**config.mk**
```make
export PLATFORM = sky130hd
export DESIGN_NAME = ppg_sample_gate_and_filter_flat
export DESIGN_NICKNAME = d
export VERILOG_FILES = /design/src/hdl/ppgf_pkg.sv /design/src/hdl/ppgf_if.sv /design/src/hdl/ppgf_div.sv /design/src/hdl/ppg_sample_gate_and_filter.sv /design/src/flat_wrapper.sv
export SDC_FILE = /design/constraint.sdc
export NUM_CORES = 2
export LEC_CHECK = 0
export ABC_AREA = 1
export BUFFER_PORTS_ARGS = -buffer_cell sky130_fd_sc_hd__buf_2
export CAP_MARGIN = 20
export CELL_PAD_IN_SITES_DETAIL_PLACEMENT = 1
export CELL_PAD_IN_SITES_GLOBAL_PLACEMENT = 1
export CORE_ASPECT_RATIO = 0.6
export CORE_MARGIN = 2
export CORE_UTILIZATION = 43
export CTS_CLUSTER_DIAMETER = 120
export DETAILED_ROUTE_END_ITERATION = 12
export HOLD_SLACK_MARGIN = 0.08
export PLACE_DENSITY = 0.79
export SYNTH_ARGS = -nofsm -noshare
export SYNTH_HDL_FRONTEND = slang
export SYNTH_SLANG_ARGS = --single-unit
```
**constraint.sdc**
```tcl
create_clock -name clk -period 10.2 [get_ports clk]
set_clock_uncertainty 0.15 [all_clocks]
set_input_delay 2.04 -clock clk [delete_from_list [all_inputs] [get_ports clk]]
set_output_delay 2.04 -clock clk [all_outputs]
set_load 0.01 [all_outputs]
```
**src/hdl/ppgf_pkg.sv**
```systemverilog
// Package with shared types, constants and codes of the PPG sample gate and filter.
package ppgf_pkg;

    localparam int WINDOW_LEN_DEF = 8;
    localparam int DIVISOR_W      = 8;
    localparam int CFG_INDEX_W    = 3;
    localparam int CFG_DATA_W     = 16;

    localparam logic [3:0]  BASE_SHIFT_RST  = 4'd4;
    localparam logic [15:0] WARMUP_RST      = 16'd40;
    localparam logic [15:0] GAP_FLOOR_RST   = 16'd75;
    localparam logic [7:0]  JUMP_DIV_RST    = 8'd10;
    localparam logic [15:0] JUMP_FLOOR_RST  = 16'd200;
    localparam logic [7:0]  SWING_DIV_RST   = 8'd12;
    localparam logic [15:0] SWING_FLOOR_RST = 16'd100;

    localparam logic [15:0] GAP_CLAMP = 16'hFFFF;
    localparam logic [15:0] COUNT_MAX = 16'hFFFF;

    typedef enum logic [CFG_INDEX_W-1:0] {
        CFG_BASELINE_SHIFT = 3'd0,
        CFG_WARMUP_SAMPLES = 3'd1,
        CFG_MAX_GAP_FLOOR  = 3'd2,
        CFG_JUMP_DIVISOR   = 3'd3,
        CFG_JUMP_FLOOR     = 3'd4,
        CFG_SWING_DIVISOR  = 3'd5,
        CFG_SWING_FLOOR    = 3'd6
    } cfg_idx_t;

    typedef enum logic [2:0] {
        ST_IDLE,
        ST_CHECK,
        ST_DIV_JUMP,
        ST_DIV_SWING,
        ST_EVAL,
        ST_DIV_AVG,
        ST_FINISH
    } state_t;

endpackage

```
**src/hdl/ppgf_if.sv**
```systemverilog
// Valid/ready channel interfaces for input items and result items.
interface ppgf_in_if;
    logic        valid;
    logic        ready;
    logic        func;
    logic [31:0] seq_num;
    logic [31:0] stamp_ms;
    logic [15:0] raw_sample;
    logic [7:0]  flags_in;

    modport source (output valid, func, seq_num, stamp_ms, raw_sample, flags_in, input ready);
    modport sink   (input valid, func, seq_num, stamp_ms, raw_sample, flags_in, output ready);
endinterface

interface ppgf_out_if;
    logic               valid;
    logic               ready;
    logic [31:0]        seq_out;
    logic [31:0]        stamp_out;
    logic [15:0]        raw_out;
    logic               sample_ok;
    logic [7:0]         flags_out;
    logic [15:0]        baseline_out;
    logic signed [16:0] ac_out;
    logic signed [16:0] filtered_out;

    modport source (output valid, seq_out, stamp_out, raw_out, sample_ok, flags_out,
                    baseline_out, ac_out, filtered_out, input ready);
    modport sink   (input valid, seq_out, stamp_out, raw_out, sample_ok, flags_out,
                    baseline_out, ac_out, filtered_out, output ready);
endinterface

```
**src/hdl/ppgf_div.sv**
```systemverilog
// Shared restoring divider, one quotient bit per cycle.
module ppgf_div
    import ppgf_pkg::*;
#(
    parameter int DW = 21
)
(
    input  logic                 clk,
    input  logic                 rst_n,
    input  logic                 start,
    input  logic [DW-1:0]        dividend,
    input  logic [DIVISOR_W-1:0] divisor,
    output logic                 done,
    output logic [DW-1:0]        quotient
);

    localparam int CW = $clog2(DW + 1);

    logic [DW-1:0]        quo_reg;
    logic [DIVISOR_W-1:0] rem_reg;
    logic [DIVISOR_W-1:0] div_reg;
    logic [CW-1:0]        cnt_reg;
    logic                 done_reg;
    logic [DIVISOR_W:0]   trial;
    logic                 ge;
    logic [DIVISOR_W:0]   diff;

    assign trial = {rem_reg, quo_reg[DW-1]};
    assign ge    = trial >= {1'b0, div_reg};
    assign diff  = trial - {1'b0, div_reg};

    always_ff @(posedge clk or negedge rst_n)
    begin
        if (!rst_n)
        begin
            quo_reg  <= '0;
            rem_reg  <= '0;
            div_reg  <= '0;
            cnt_reg  <= '0;
            done_reg <= 1'b0;
        end
        else if (start)
        begin
            quo_reg  <= dividend;
            rem_reg  <= '0;
            div_reg  <= divisor;
            cnt_reg  <= CW'(DW);
            done_reg <= 1'b0;
        end
        else if (cnt_reg != '0)
        begin
            quo_reg  <= {quo_reg[DW-2:0], ge};
            rem_reg  <= ge ? diff[DIVISOR_W-1:0] : trial[DIVISOR_W-1:0];
            cnt_reg  <= cnt_reg - 1'b1;
            done_reg <= (cnt_reg == CW'(1));
        end
        else
        begin
            done_reg <= 1'b0;
        end
    end

    assign done     = done_reg;
    assign quotient = quo_reg;

endmodule

```
**src/hdl/ppg_sample_gate_and_filter.sv**
```systemverilog
// Top level of the PPG sample gate, EMA baseline and moving average filter.
// Each item passes through the check step, the jump and swing threshold divisions and the
// evaluate step; an accepted sample then takes the averaging division, a rejected sample or
// a failed read skips it, and the finish step loads the output register. No new item is
// taken until then, and the finish step waits while that register holds an untaken result.
// Reset (rst_n, asynchronous, active low) loads the register defaults and clears all
// filter state; the window store itself is not cleared and needs no clearing pass.
module ppg_sample_gate_and_filter
    import ppgf_pkg::*;
#(
    parameter int WINDOW_LEN = WINDOW_LEN_DEF
)
(
    input  logic                   clk,
    input  logic                   rst_n,
    input  logic                   cfg_we,
    input  logic [CFG_INDEX_W-1:0] cfg_index,
    input  logic [CFG_DATA_W-1:0]  cfg_wdata,
    ppgf_in_if.sink                in_ch,
    ppgf_out_if.source             out_ch
);

    // Window arithmetic widths follow from the window length.
    localparam int PW    = $clog2(WINDOW_LEN);
    localparam int FW    = $clog2(WINDOW_LEN + 1);
    localparam int SUM_W = 18 + $clog2(WINDOW_LEN);

    // Configuration registers.
    logic [3:0]  base_shift_reg;
    logic [15:0] warmup_reg;
    logic [15:0] gap_floor_reg;
    logic [7:0]  jump_div_reg;
    logic [15:0] jump_floor_reg;
    logic [7:0]  swing_div_reg;
    logic [15:0] swing_floor_reg;

    // Latched input item.
    logic        func_reg;
    logic [31:0] seq_reg;
    logic [31:0] stamp_reg;
    logic [15:0] raw_reg;
    logic [7:0]  flags_reg;

    // Filter state.
    logic [23:0]             baseline_q8_reg;
    logic [15:0]             valid_count_reg;
    logic [15:0]             last_good_raw_reg;
    logic                    last_good_known_reg;
    logic [31:0]             prev_seq_reg;
    logic [31:0]             prev_stamp_reg;
    logic                    prev_seen_reg;
    logic [23:0]             interval_q8_reg;
    logic signed [SUM_W-1:0] window_sum_reg;
    logic [FW-1:0]           fill_reg;
    logic [PW-1:0]           pos_reg;
    logic signed [16:0]      last_filt_reg;

    // Window store, registered read.
    logic signed [17:0] window_mem [WINDOW_LEN];
    logic signed [17:0] old_entry_reg;

    // Per-item working values.
    logic        seq_err_reg;
    logic        stamp_err_reg;
    logic [15:0] jump_thr_reg;
    logic [15:0] swing_thr_reg;
    logic        neg_reg;

    // Result being assembled.
    logic               res_ok_reg;
    logic [7:0]         res_flags_reg;
    logic [15:0]        res_base_reg;
    logic signed [16:0] res_ac_reg;
    logic signed [16:0] res_filt_reg;

    // Output register.
    logic               out_valid_reg;
    logic [31:0]        out_seq_reg;
    logic [31:0]        out_stamp_reg;
    logic [15:0]        out_raw_reg;
    logic               out_ok_reg;
    logic [7:0]         out_flags_reg;
    logic [15:0]        out_base_reg;
    logic signed [16:0] out_ac_reg;
    logic signed [16:0] out_filt_reg;

    state_t state_reg, state_next;

    // Shared divider.
    logic                 div_start;
    logic [SUM_W-1:0]     div_dividend;
    logic [DIVISOR_W-1:0] div_divisor;
    logic                 div_done;
    logic [SUM_W-1:0]     div_q;

    ppgf_div #(.DW(SUM_W)) u_div (
        .clk      (clk),
        .rst_n    (rst_n),
        .start    (div_start),
        .dividend (div_dividend),
        .divisor  (div_divisor),
        .done     (div_done),
        .quotient (div_q)
    );

    // The baseline reads as zero until the first sample has been accepted.
    logic        first;
    logic [15:0] cur_base;
    assign first    = (valid_count_reg == '0);
    assign cur_base = first ? 16'd0 : baseline_q8_reg[23:8];

    // Sequence and timestamp checks, done in the check step.
    logic        seq_err_c;
    logic        stamp_le;
    logic [31:0] delta;
    logic [17:0] scaled_iv;
    logic [31:0] gap_thr;
    logic        stamp_err_c;
    logic [15:0] delta_clamp;
    logic [23:0] gap_target;
    logic [26:0] iv_mix;
    logic [23:0] iv_next;

    always_comb
    begin
        seq_err_c   = prev_seen_reg && (seq_reg != prev_seq_reg + 32'd1);
        stamp_le    = stamp_reg <= prev_stamp_reg;
        delta       = stamp_reg - prev_stamp_reg;
        scaled_iv   = {2'b00, interval_q8_reg[23:8]} + {1'b0, interval_q8_reg[23:8], 1'b0};
        gap_thr     = {16'd0, gap_floor_reg};
        if ((interval_q8_reg != '0) && ({14'd0, scaled_iv} > gap_thr))
        begin
            gap_thr = {14'd0, scaled_iv};
        end
        stamp_err_c = prev_seen_reg && (stamp_le || (delta > gap_thr));
        delta_clamp = (delta > {16'd0, GAP_CLAMP}) ? GAP_CLAMP : delta[15:0];
        gap_target  = {delta_clamp, 8'd0};
        iv_mix      = ({interval_q8_reg, 3'b000} - {3'b000, interval_q8_reg})
                      + {3'b000, gap_target};
        iv_next     = (interval_q8_reg == '0) ? gap_target : iv_mix[26:3];
    end

    // Acceptance decision and filter update, done in the evaluate step.
    logic signed [17:0]      ac_pre;
    logic [15:0]             jump_d;
    logic                    jump_bad;
    logic signed [17:0]      swing_t;
    logic                    swing_bad;
    logic                    pre_ok;
    logic                    good;
    logic                    outlier;
    logic [23:0]             base_target;
    logic signed [25:0]      base_diff;
    logic signed [25:0]      base_step;
    logic [23:0]             bq8_new;
    logic [15:0]             base_new;
    logic signed [17:0]      ac_new;
    logic                    full;
    logic signed [SUM_W-1:0] sum_new;
    logic [FW-1:0]           fill_new;
    logic [15:0]             count_new;
    logic [SUM_W-1:0]        sum_mag;

    always_comb
    begin
        ac_pre      = $signed({2'b00, raw_reg}) - $signed({2'b00, cur_base});
        jump_d      = (raw_reg >= last_good_raw_reg) ? raw_reg - last_good_raw_reg
                                                     : last_good_raw_reg - raw_reg;
        jump_bad    = last_good_known_reg && (jump_d > jump_thr_reg);
        swing_t     = $signed({2'b00, swing_thr_reg});
        swing_bad   = !first && ((ac_pre > swing_t) || (ac_pre < -swing_t));
        pre_ok      = (raw_reg != '0) && !seq_err_reg && !stamp_err_reg;
        good        = !func_reg && pre_ok && !jump_bad && !swing_bad;
        outlier     = !func_reg && ((raw_reg == '0) || (pre_ok && (jump_bad || swing_bad)));
        base_target = {raw_reg, 8'd0};
        base_diff   = $signed({2'b00, base_target}) - $signed({2'b00, baseline_q8_reg});
        // Arithmetic shift right floors, as the EMA step requires.
        base_step   = base_diff >>> base_shift_reg;
        bq8_new     = first ? base_target : (baseline_q8_reg + base_step[23:0]);
        base_new    = bq8_new[23:8];
        ac_new      = $signed({2'b00, raw_reg}) - $signed({2'b00, base_new});
        full        = (fill_reg == FW'(WINDOW_LEN));
        sum_new     = window_sum_reg + SUM_W'(ac_new);
        if (full)
        begin
            sum_new = sum_new - SUM_W'(old_entry_reg);
        end
        fill_new    = full ? fill_reg : fill_reg + 1'b1;
        count_new   = (valid_count_reg == COUNT_MAX) ? COUNT_MAX : valid_count_reg + 16'd1;
        sum_mag     = sum_new[SUM_W-1] ? SUM_W'(-sum_new) : SUM_W'(sum_new);
    end

    // Sequencer: next state and divider operands.
    always_comb
    begin
        state_next   = state_reg;
        div_start    = 1'b0;
        div_dividend = SUM_W'(cur_base);
        div_divisor  = (jump_div_reg == '0) ? DIVISOR_W'(1) : jump_div_reg;
        case (state_reg)
            ST_IDLE:
            begin
                if (in_ch.valid)
                begin
                    state_next = ST_CHECK;
                end
            end
            ST_CHECK:
            begin
                div_start  = 1'b1;
                state_next = ST_DIV_JUMP;
            end
            ST_DIV_JUMP:
            begin
                div_divisor = (swing_div_reg == '0) ? DIVISOR_W'(1) : swing_div_reg;
                if (div_done)
                begin
                    div_start  = 1'b1;
                    state_next = ST_DIV_SWING;
                end
            end
            ST_DIV_SWING:
            begin
                if (div_done)
                begin
                    state_next = ST_EVAL;
                end
            end
            ST_EVAL:
            begin
                div_dividend = sum_mag;
                div_divisor  = DIVISOR_W'(fill_new);
                if (good)
                begin
                    div_start  = 1'b1;
                    state_next = ST_DIV_AVG;
                end
                else
                begin
                    state_next = ST_FINISH;
                end
            end
            ST_DIV_AVG:
            begin
                if (div_done)
                begin
                    state_next = ST_FINISH;
                end
            end
            ST_FINISH:
            begin
                if (!out_valid_reg || out_ch.ready)
                begin
                    state_next = ST_IDLE;
                end
            end
            default:
            begin
                state_next = ST_IDLE;
            end
        endcase
    end

    always_ff @(posedge clk or negedge rst_n)
    begin
        if (!rst_n)
        begin
            state_reg <= ST_IDLE;
        end
        else
        begin
            state_reg <= state_next;
        end
    end

    // Configuration writes.
    always_ff @(posedge clk or negedge rst_n)
    begin
        if (!rst_n)
        begin
            base_shift_reg  <= BASE_SHIFT_RST;
            warmup_reg      <= WARMUP_RST;
            gap_floor_reg   <= GAP_FLOOR_RST;
            jump_div_reg    <= JUMP_DIV_RST;
            jump_floor_reg  <= JUMP_FLOOR_RST;
            swing_div_reg   <= SWING_DIV_RST;
            swing_floor_reg <= SWING_FLOOR_RST;
        end
        else if (cfg_we)
        begin
            case (cfg_idx_t'(cfg_index))
                CFG_BASELINE_SHIFT: base_shift_reg  <= cfg_wdata[3:0];
                CFG_WARMUP_SAMPLES: warmup_reg      <= cfg_wdata;
                CFG_MAX_GAP_FLOOR:  gap_floor_reg   <= cfg_wdata;
                CFG_JUMP_DIVISOR:   jump_div_reg    <= cfg_wdata[7:0];
                CFG_JUMP_FLOOR:     jump_floor_reg  <= cfg_wdata;
                CFG_SWING_DIVISOR:  swing_div_reg   <= cfg_wdata[7:0];
                CFG_SWING_FLOOR:    swing_floor_reg <= cfg_wdata;
                default: ;
            endcase
        end
    end

    // Window store: the oldest entry is read in the check step and the slot is
    // rewritten when a sample is accepted.
    always_ff @(posedge clk)
    begin
        if (state_reg == ST_CHECK)
        begin
            old_entry_reg <= window_mem[pos_reg];
        end
        if ((state_reg == ST_EVAL) && good)
        begin
            window_mem[pos_reg] <= ac_new;
        end
    end

    // Item capture, per-step working registers and filter state.
    always_ff @(posedge clk or negedge rst_n)
    begin
        if (!rst_n)
        begin
            baseline_q8_reg     <= '0;
            valid_count_reg     <= '0;
            last_good_raw_reg   <= '0;
            last_good_known_reg <= 1'b0;
            prev_seq_reg        <= '0;
            prev_stamp_reg      <= '0;
            prev_seen_reg       <= 1'b0;
            interval_q8_reg     <= '0;
            window_sum_reg      <= '0;
            fill_reg            <= '0;
            pos_reg             <= '0;
            last_filt_reg       <= '0;
            out_valid_reg       <= 1'b0;
        end
        else
        begin
            // In the finish step the output register is handled below.
            if (out_valid_reg && out_ch.ready && (state_reg != ST_FINISH))
            begin
                out_valid_reg <= 1'b0;
            end
            case (state_reg)
                ST_IDLE:
                begin
                    if (in_ch.valid)
                    begin
                        func_reg  <= in_ch.func;
                        seq_reg   <= in_ch.seq_num;
                        stamp_reg <= in_ch.stamp_ms;
                        raw_reg   <= in_ch.raw_sample;
                        flags_reg <= in_ch.flags_in;
                    end
                end
                ST_CHECK:
                begin
                    // A gap that passes is folded into the interval for any item.
                    seq_err_reg   <= seq_err_c;
                    stamp_err_reg <= stamp_err_c;
                    if (prev_seen_reg && !stamp_err_c)
                    begin
                        interval_q8_reg <= iv_next;
                    end
                    prev_seq_reg   <= seq_reg;
                    prev_stamp_reg <= stamp_reg;
                    prev_seen_reg  <= 1'b1;
                end
                ST_DIV_JUMP:
                begin
                    if (div_done)
                    begin
                        jump_thr_reg <= (div_q[15:0] < jump_floor_reg) ? jump_floor_reg
                                                                         : div_q[15:0];
                    end
                end
                ST_DIV_SWING:
                begin
                    if (div_done)
                    begin
                        swing_thr_reg <= (div_q[15:0] < swing_floor_reg) ? swing_floor_reg
                                                                           : div_q[15:0];
                    end
                end
                ST_EVAL:
                begin
                    res_ok_reg    <= good;
                    res_filt_reg  <= last_filt_reg;
                    res_flags_reg <= flags_reg | {3'b000,
                                                  good && (fill_new == FW'(WINDOW_LEN)),
                                                  good && (count_new <= warmup_reg),
                                                  stamp_err_reg, seq_err_reg, outlier};
                    if (func_reg)
                    begin
                        // Failed read: current baseline, no AC value.
                        res_base_reg <= cur_base;
                        res_ac_reg   <= '0;
                    end
                    else if (good)
                    begin
                        res_base_reg        <= base_new;
                        res_ac_reg          <= ac_new[16:0];
                        baseline_q8_reg     <= bq8_new;
                        window_sum_reg      <= sum_new;
                        fill_reg            <= fill_new;
                        pos_reg             <= (pos_reg == PW'(WINDOW_LEN - 1)) ? '0
                                                                              : pos_reg + 1'b1;
                        valid_count_reg     <= count_new;
                        last_good_raw_reg   <= raw_reg;
                        last_good_known_reg <= 1'b1;
                        neg_reg             <= sum_new[SUM_W-1];
                    end
                    else
                    begin
                        // Rejected: the first sample still reports its own reading.
                        res_base_reg <= first ? raw_reg : cur_base;
                        res_ac_reg   <= first ? 17'sd0 : ac_pre[16:0];
                    end
                end
                ST_DIV_AVG:
                begin
                    if (div_done)
                    begin
                        // Average truncates toward zero: divide the magnitude.
                        res_filt_reg  <= neg_reg ? -$signed(div_q[16:0]) : $signed(div_q[16:0]);
                        last_filt_reg <= neg_reg ? -$signed(div_q[16:0]) : $signed(div_q[16:0]);
                    end
                end
                ST_FINISH:
                begin
                    if (!out_valid_reg || out_ch.ready)
                    begin
                        out_valid_reg <= 1'b1;
                        out_seq_reg   <= seq_reg;
                        out_stamp_reg <= stamp_reg;
                        out_raw_reg   <= func_reg ? 16'd0 : raw_reg;
                        out_ok_reg    <= res_ok_reg;
                        out_flags_reg <= res_flags_reg;
                        out_base_reg  <= res_base_reg;
                        out_ac_reg    <= res_ac_reg;
                        out_filt_reg  <= res_filt_reg;
                    end
                end
                default: ;
            endcase
        end
    end

    assign in_ch.ready         = (state_reg == ST_IDLE);
    assign out_ch.valid        = out_valid_reg;
    assign out_ch.seq_out      = out_seq_reg;
    assign out_ch.stamp_out    = out_stamp_reg;
    assign out_ch.raw_out      = out_raw_reg;
    assign out_ch.sample_ok    = out_ok_reg;
    assign out_ch.flags_out    = out_flags_reg;
    assign out_ch.baseline_out = out_base_reg;
    assign out_ch.ac_out       = out_ac_reg;
    assign out_ch.filtered_out = out_filt_reg;

endmodule

```
**src/flat_wrapper.sv**
```systemverilog
// flat-port wrapper written by rule: the top's interface ports become plain ports
module ppg_sample_gate_and_filter_flat import ppgf_pkg::*;
#(
    parameter int WINDOW_LEN = WINDOW_LEN_DEF
)
  (clk, rst_n, cfg_we, cfg_index, cfg_wdata, in_ch_valid, in_ch_func, in_ch_seq_num, in_ch_stamp_ms, in_ch_raw_sample, in_ch_flags_in, in_ch_ready, out_ch_valid, out_ch_seq_out, out_ch_stamp_out, out_ch_raw_out, out_ch_sample_ok, out_ch_flags_out, out_ch_baseline_out, out_ch_ac_out, out_ch_filtered_out, out_ch_ready);
  ppgf_in_if in_ch_i ();
  ppgf_out_if out_ch_i ();
  input  logic clk;
  input  logic rst_n;
  input  logic cfg_we;
  input  logic [CFG_INDEX_W-1:0] cfg_index;
  input  logic [CFG_DATA_W-1:0] cfg_wdata;
  input wire logic [$bits(in_ch_i.valid)-1:0] in_ch_valid;
  input wire logic [$bits(in_ch_i.func)-1:0] in_ch_func;
  input wire logic [$bits(in_ch_i.seq_num)-1:0] in_ch_seq_num;
  input wire logic [$bits(in_ch_i.stamp_ms)-1:0] in_ch_stamp_ms;
  input wire logic [$bits(in_ch_i.raw_sample)-1:0] in_ch_raw_sample;
  input wire logic [$bits(in_ch_i.flags_in)-1:0] in_ch_flags_in;
  output wire logic [$bits(in_ch_i.ready)-1:0] in_ch_ready;
  output wire logic [$bits(out_ch_i.valid)-1:0] out_ch_valid;
  output wire logic [$bits(out_ch_i.seq_out)-1:0] out_ch_seq_out;
  output wire logic [$bits(out_ch_i.stamp_out)-1:0] out_ch_stamp_out;
  output wire logic [$bits(out_ch_i.raw_out)-1:0] out_ch_raw_out;
  output wire logic [$bits(out_ch_i.sample_ok)-1:0] out_ch_sample_ok;
  output wire logic [$bits(out_ch_i.flags_out)-1:0] out_ch_flags_out;
  output wire logic [$bits(out_ch_i.baseline_out)-1:0] out_ch_baseline_out;
  output wire logic [$bits(out_ch_i.ac_out)-1:0] out_ch_ac_out;
  output wire logic [$bits(out_ch_i.filtered_out)-1:0] out_ch_filtered_out;
  input wire logic [$bits(out_ch_i.ready)-1:0] out_ch_ready;
  assign in_ch_i.valid = in_ch_valid;
  assign in_ch_i.func = in_ch_func;
  assign in_ch_i.seq_num = in_ch_seq_num;
  assign in_ch_i.stamp_ms = in_ch_stamp_ms;
  assign in_ch_i.raw_sample = in_ch_raw_sample;
  assign in_ch_i.flags_in = in_ch_flags_in;
  assign in_ch_ready = in_ch_i.ready;
  assign out_ch_valid = out_ch_i.valid;
  assign out_ch_seq_out = out_ch_i.seq_out;
  assign out_ch_stamp_out = out_ch_i.stamp_out;
  assign out_ch_raw_out = out_ch_i.raw_out;
  assign out_ch_sample_ok = out_ch_i.sample_ok;
  assign out_ch_flags_out = out_ch_i.flags_out;
  assign out_ch_baseline_out = out_ch_i.baseline_out;
  assign out_ch_ac_out = out_ch_i.ac_out;
  assign out_ch_filtered_out = out_ch_i.filtered_out;
  assign out_ch_i.ready = out_ch_ready;
  ppg_sample_gate_and_filter #(.WINDOW_LEN(WINDOW_LEN)) u_core (.clk(clk), .rst_n(rst_n), .cfg_we(cfg_we), .cfg_index(cfg_index), .cfg_wdata(cfg_wdata), .in_ch(in_ch_i), .out_ch(out_ch_i));
endmodule
```
### Word level (Yosys, flattened, before mapping)

Memories as Yosys holds them, arrays and structs flattened. A register that Yosys moved wholly into a read port is not among the register bits.
Cells that the tools add are included.

| storage, ports and cells | value |
|---|---|
| register bits after elaboration | 644 |
| memory bits (writable) | 144 |
| bits of input ports | 113 |
| output and inout port bits | 141 |
| word-level logic and storage cells | 221 |
| memories | 1 |

Memories:

| memory | words | width | rd ports | clocked after Yosys merged registers in | wr ports | RTL line | source |
|---|---|---|---|---|---|---|---|
| u_core.window_mem | 8 | 18 | 1 | 1 | 1 | ppg_sample_gate_and_filter.sv:59 | `logic signed [17:0] window_mem [WINDOW_LEN];` |

| operators by class | value |
|---|---|
| add/subtract/negate cells | 21 |
| $lt $le $gt $ge | 12 |
| eq/ne operators | 24 |
| shift-type cells | 1 |
| multiplexer cells | 49 |
| bitwise logic cells | 2 |
| reduce and logical (&&, ||, !) cells | 62 |

Operators by type and width:

| cell | number |
|---|---|
| 16-bit 2-to-1 mux | 9 |
| 21-bit 2-to-1 mux | 5 |
| 17-bit 2-to-1 mux | 4 |
| 24-bit 2-to-1 mux | 2 |
| 8-bit 2-to-1 mux | 5 |
| 17-bit one-hot mux with 2 select lines | 1 |
| 16-bit by 16-bit subtractor with 17-bit output | 2 |
| 32-bit by 1-bit adder with 32-bit output (second input constant) | 1 |
| 32-bit by 16-bit greater-than comparator with 1-bit output (second input constant) | 1 |
| 32-bit by 18-bit greater-than comparator with 1-bit output | 1 |
| 32-bit less-or-equal comparator | 1 |
| 16-bit logical NOT | 2 |
| 16-bit < comparator | 2 |
| 32-bit != test | 1 |
| 16-bit subtractor | 2 |
| 32-bit subtractor | 1 |
| 27-bit by 24-bit adder with 27-bit output | 1 |
| 27-bit by 24-bit subtractor with 27-bit output | 1 |
| 26-bit by 4-bit >>> shifter with 24-bit output | 1 |
| 24-bit by 24-bit subtractor with 25-bit output | 1 |
| 24-bit adder | 1 |
| 24-bit logical NOT | 1 |
| 24-bit nonzero test | 1 |
| 2-bit AND reduction | 11 |
| other kinds (49) | 113 |

### Logic depth before layout (Yosys ltp)

| logic depth | value |
|---|---|
| word-level depth | 12 |
| gate-level depth with buffers | 69 |
| depth with buffers taken out | 68 |

### Hierarchy

From an unflattened synthesis, not the netlist that was laid out.

| second synthesis, totals | value |
|---|---|
| cell total of the unflattened synthesis | 5998 |
| area, all modules | 50313.3 um^2 |

Modules (own cells, without submodules):

| module | instances | cells an instance | area an instance (um^2) | sequential area each (um^2) |
|---|---|---|---|---|
| ppg_sample_gate_and_filter | 1 | 5707 | 47872.2 | 21266.6 |
| ppgf_div | 1 | 291 | 2441.1 | 1076.0 |

### Least setup slack after synthesis

Ideal clock, no wire load.

| path | value |
|---|---|
| path kind | input-to-reg |
| start point | input rst_n |
| end point | register u_core.out_ac_reg[0] (netlist: u_core.out_ch.ac_out[0]), enable pin |
| setup time | 0.808 ns |
| arrival time | 11.494 ns |
| data required time | 9.242 ns |
| setup slack | -2.251 ns |
| stages on the path | 2 |
| path buffers | 0 |
| cells stage by stage | inv_1 nor3_1 |

| on the way | value |
|---|---|
| longest elaborated chain between the ends | 1 |

RTL lines:

| what | RTL line | source |
|---|---|---|
| start, declared | flat_wrapper.sv:10 | `input logic rst_n;` |
| 3-bit AND reduction (no source line) | -- |  |
| end signal, assigned | ppg_sample_gate_and_filter.sv:440 | `out_ac_reg <= res_ac_reg;` |
| end, declared | ppg_sample_gate_and_filter.sv:84 | `logic signed [16:0] out_ac_reg;` |

No other way between the ends.
A chain may end at the register's enable or synchronous reset.

### Worst setup path after layout

| path | value |
|---|---|
| start point | register u_core.baseline_q8_reg[10] |
| end point | register u_core.u_div.quo_reg[8] (netlist: u_core.u_div.quotient[8]) |

| on the way | value |
|---|---|
| elaborated cells on any way between the ends | 23 |
| those cells by class | add/sub (7); order compare (2); shift (1); mux (8); reduce/logical (5) |

RTL lines:

| what | RTL line | source |
|---|---|---|
| start, declared | ppg_sample_gate_and_filter.sv:45 | `logic [23:0] baseline_q8_reg;` |
| start signal, assigned | ppg_sample_gate_and_filter.sv:403 | `baseline_q8_reg <= bq8_new;` |
| 24-bit by 24-bit subtractor with 25-bit output | ppg_sample_gate_and_filter.sv:176 | `base_diff = $signed({2'b00, base_target}) - $signed({2'b00, baseline_q8_reg});` |
| 26-bit by 4-bit >>> shifter with 24-bit output | ppg_sample_gate_and_filter.sv:178 | `base_step = base_diff >>> base_shift_reg;` |
| 24-bit adder * | ppg_sample_gate_and_filter.sv:179 | `bq8_new = first ? base_target : (baseline_q8_reg + base_step[23:0]);` |
| 24-bit 2-to-1 mux * | ppg_sample_gate_and_filter.sv:179 |  |
| 16-bit by 16-bit subtractor with 17-bit output * | ppg_sample_gate_and_filter.sv:181 | `ac_new = $signed({2'b00, raw_reg}) - $signed({2'b00, base_new});` |
| via u_core.ac_new[15] | ppg_sample_gate_and_filter.sv:157 | `logic signed [17:0] ac_new;` |
| 21-bit by 17-bit adder with 21-bit output * | ppg_sample_gate_and_filter.sv:183 | `sum_new = window_sum_reg + SUM_W'(ac_new);` |
| 21-bit by 18-bit subtractor with 21-bit output | ppg_sample_gate_and_filter.sv:186 | `sum_new = sum_new - SUM_W'(old_entry_reg);` |
| 21-bit 2-to-1 mux * | ppg_sample_gate_and_filter.sv:184 | `if (full)` |
| 21-bit 2-to-1 mux * | ppg_sample_gate_and_filter.sv:190 | `sum_mag = sum_new[SUM_W-1] ? SUM_W'(-sum_new) : SUM_W'(sum_new);` |
| 21-bit 2-to-1 mux * | ppg_sample_gate_and_filter.sv:200 | `case (state_reg)` |
| 21-bit 2-to-1 mux * | ppgf_div.sv:42 | `else if (start)` |
| end signal, assigned | ppgf_div.sv:44 | `quo_reg <= dividend;` |
| end signal, assigned | ppgf_div.sv:52 | `quo_reg <= {quo_reg[DW-2:0], ge};` |
| end, declared | ppgf_div.sv:19 | `logic [DW-1:0] quo_reg;` |

The timed path passes the listed nets; every way through them passes the cells marked *.

==> results.py <==
metrics = {
    "status": {
        "outcome": "finished clean",
    },
    "cts": {
        "cts-root-buf": "clkbuf_16",
        "h-tree-depth": 3,
        "postCtsHoldBufs": 0,
        "cts_tree": "yes",
        "clock_sinks": 797,
        "clk_pin_slew_ns": 0.08,
        "cts_buffer_depth": 3,
        "clk_latency_ns": 0.70,
        "cts_buffers": 82,
    },
    "synth": {
        "ys_ff_latch": 797,
        "synth_seq_area_share_pct": 45.0,
        "synth.most_common_cell": "nand2_1",
        "synth_common_cells": "nand2_1 (1396), inv_1 (728), o21ai_0 (526), edfxtp_1 (475), ha_1 (382)",
        "synth_ff_type": "edfxtp_1",
        "yosysUniqueCellTypes": 79,
        "syn_area_mm2": 0.0496,
        "synthCells": 5827,
        "ys_top_cells_by_area": "edfxtp_1 (29%), dfrtp_1 (15%), nand2_1 (11%), ha_1 (9.6%), inv_1 (5.5%)",
        "synth_edf_count": 475,
        "synth_top_area_share_pct": 28.7,
        "yosys_warnings": 0,
        "synth_nets": 6348,
        "syn_area_per_cell_um2": 8.52,
        "async_flop_share_pct": 40.4,
        "yosys.area.top_type": "edfxtp_1",
    },
    "die": {
        "die_area_mm2": 0.118,
        "core-area_mm2": 0.114,
        "ios": 254,
        "die_x_um": 443,
        "start_util_pct": 43.4,
        "die_height_um": 267,
        "num_rows": 96,
    },
    "finish": {
        "ff_latch_area_mm2": 0.0223,
        "syn_to_final_growth_pct": 14.9,
        "fin_nets": 6710,
        "largest_reg_flops": 136,
        "drive_gt1_share_pct": 12.7,
        "multiInputGateArea_mm2": 0.0245,
        "num-fill-cells": 13600,
        "design_area_mm2": 0.0571,
        "top_register": "u_core.window_mem",
    },
    "global_route": {
        "antenna_found_initial": 15,
        "grt_usage_pct": 31.9,
        "grt-ovfl-total": 0,
        "grt_pass1_wl_um": 286000,
        "grt_max_degree": 79,
        "grt_pass1_vias": 44900,
    },
    "setup_path": {
        "cpMostUsedCell": "nand2_1",
        "critPathSlowestCell": "ha_1",
        "crit_path_start_kind": "flip-flop",
        "end_kind": "flip-flop",
        "crit_path_max_fanout": 15,
        "path_class": "flip-flop to flip-flop",
        "max_stage_delay_ns": 0.48,
        "crit_required_ns": 10.61,
        "arrival_ns": 10.20,
    },
    "sta": {
        "fmax_ghz": 0.102,
        "worst_slew_pin_slew_ns": 1.17,
        "slew_viol_final": 0,
        "rsz0062_at_grt": "true",
        "hold_viol": 0,
        "slew_headroom_pct": 21.0,
        "fin_crit_ns": 9.79,
        "min_period_over_period_pct": 96.0,
        "setup_tns_ns": 0,
        "finalSetupViolCount": 0,
    },
    "routing": {
        "drcViolationCount": 0,
        "wl_um": 193000,
        "vias": 44900,
        "drt-initial-drc-count": 4907,
        "vias_per_cell": 5.77,
        "ant_nets": 0,
        "first_pass_iters": 10,
        "avgRoutedWirePerCell_um": 24.8,
    },
    "min_path": {
        "hp-class": "flip-flop to flip-flop",
    },
    "placed_design": {
        "placed_area_mm2": 0.0536,
        "portBuffers": 253,
        "place_hpwl_um": 150000,
        "place_congestion": 1.02,
    },
    "flow_run": {
        "max-cap-violations": 0,
    },
    "power": {
        "irDropWorstVdd_uv": 182,
        "leakage_nw": 26.0,
        "powerDensity_mw_per_mm2": 319,
    },
}
## stage by stage
step | setup slack [ns] | util [%] | total power, mW | instances | hold WS (ns)
after global placement | 0.0574 | 46.8 | 13.8 | 7613 | 0.252
final | 0.405 | 49.9 | 18.2 | 7779 | 0.262
after detailed placement | -0.403 | 46.8 | 14.2 | 7613 | 0.255
after CTS | 0.0196 | 49.3 | 17.5 | 7767 | 0.263
after global routing | -0.122 | 49.9 | 19.3 | 7778 | 0.268
after floorplan | 1.11 | - | 10.6 | 5827 | 0.250
## kinds of logic after synthesis
family / Yosys count / share of synthesized area (%)
compound gates: 1171 / 13.4
flops: 797 / 45.0
simple gates: 2331 / 20.0
buf+inv: 900 / 6.99
mux: 10 / 0.202
fa+ha+maj: 408 / 10.7
xor+xnor: 210 / 3.70
## worst max-delay path: cells and delay by family, from the launching register on
family          cells  cell delay [ns]
simple gates       26             3.55
fa+ha+maj           5             1.76
compound gates     11             1.61
buf+inv            10             1.19
xor+xnor            4             0.79
flops               1             0.41
mux                 1             0.12
## what timing repair did
action                                  4_1_cts  5_1_grt
resized for setup                            10      145
endpoints found under the setup margin       24       31
buffers inserted                              0        6
pin swaps                                     0       23
hold endpoints to repair                      0        0
## cells in the final DEF (no fill, tap or decap), drive strengths merged, types with 27 or more instances in the layout
master and count:
o211ai 27, dfrtp 305, clkbuf 107, xnor2 56, nand3 285, a21o 32, buf 431, nor2 341
xor2 154, nand4 97, ha 382, nand2 1408, nor4 29, nor3 95, inv 753, o21ai 561
edfxtp 475, a21oi 363, nand3b 37
## layer usage
layer | part of all wire (%) | global-route usage (%) | vias to the layer above | routed length (um)
met5 | 0.033 | 0 | - | 63
met4 | 2.0 | 6.45 | 10 | 3840
met3 | 10 | 9.12 | 268 | 19900
met2 | 40 | 44.0 | 1761 | 76700
met1 | 48 | 49.1 | 22400 | 92700
li1 | - | - | 20400 | -
## final cells by class
cell class | count | share of cell area (%)
multi-input cells | 4130 | 43.0
repair buffers | 431 | 4.73
flip-flops and latches | 797 | 39.2
clock inverters | 47 | 0.998
clock buffers | 107 | 3.85
inverters | 747 | 4.92
diodes | 1 | 0.00439
well taps | 1519 | 3.33
## where the power goes
part,total [mW],internal [mW],switching [mW]
sequential,4.66,4.18,0.486
clock,3.24,1.80,1.44
combinational,10.3,3.35,6.93
## final timing paths
check	startpoint	end	slack [ns]	cells past startpoint
worst min-delay path	u_core.res_base_reg[11]	u_core.out_ch.baseline_out[11]	0.26	0
worst min register to register	u_core.res_base_reg[11]	u_core.out_ch.baseline_out[11]	0.26	0
worst max-delay path	u_core.baseline_q8_reg[10]	u_core.u_div.quotient[8]	0.41	57
max in group asynchronous	rst_n	u_core.gap_floor_reg[6]	6.71	4
min in group asynchronous	rst_n	u_core.baseline_q8_reg[4]	1.11	1
worst max register to register	u_core.baseline_q8_reg[10]	u_core.u_div.quotient[8]	0.41	57
No activity file was read; power rests on OpenSTA's default activity.
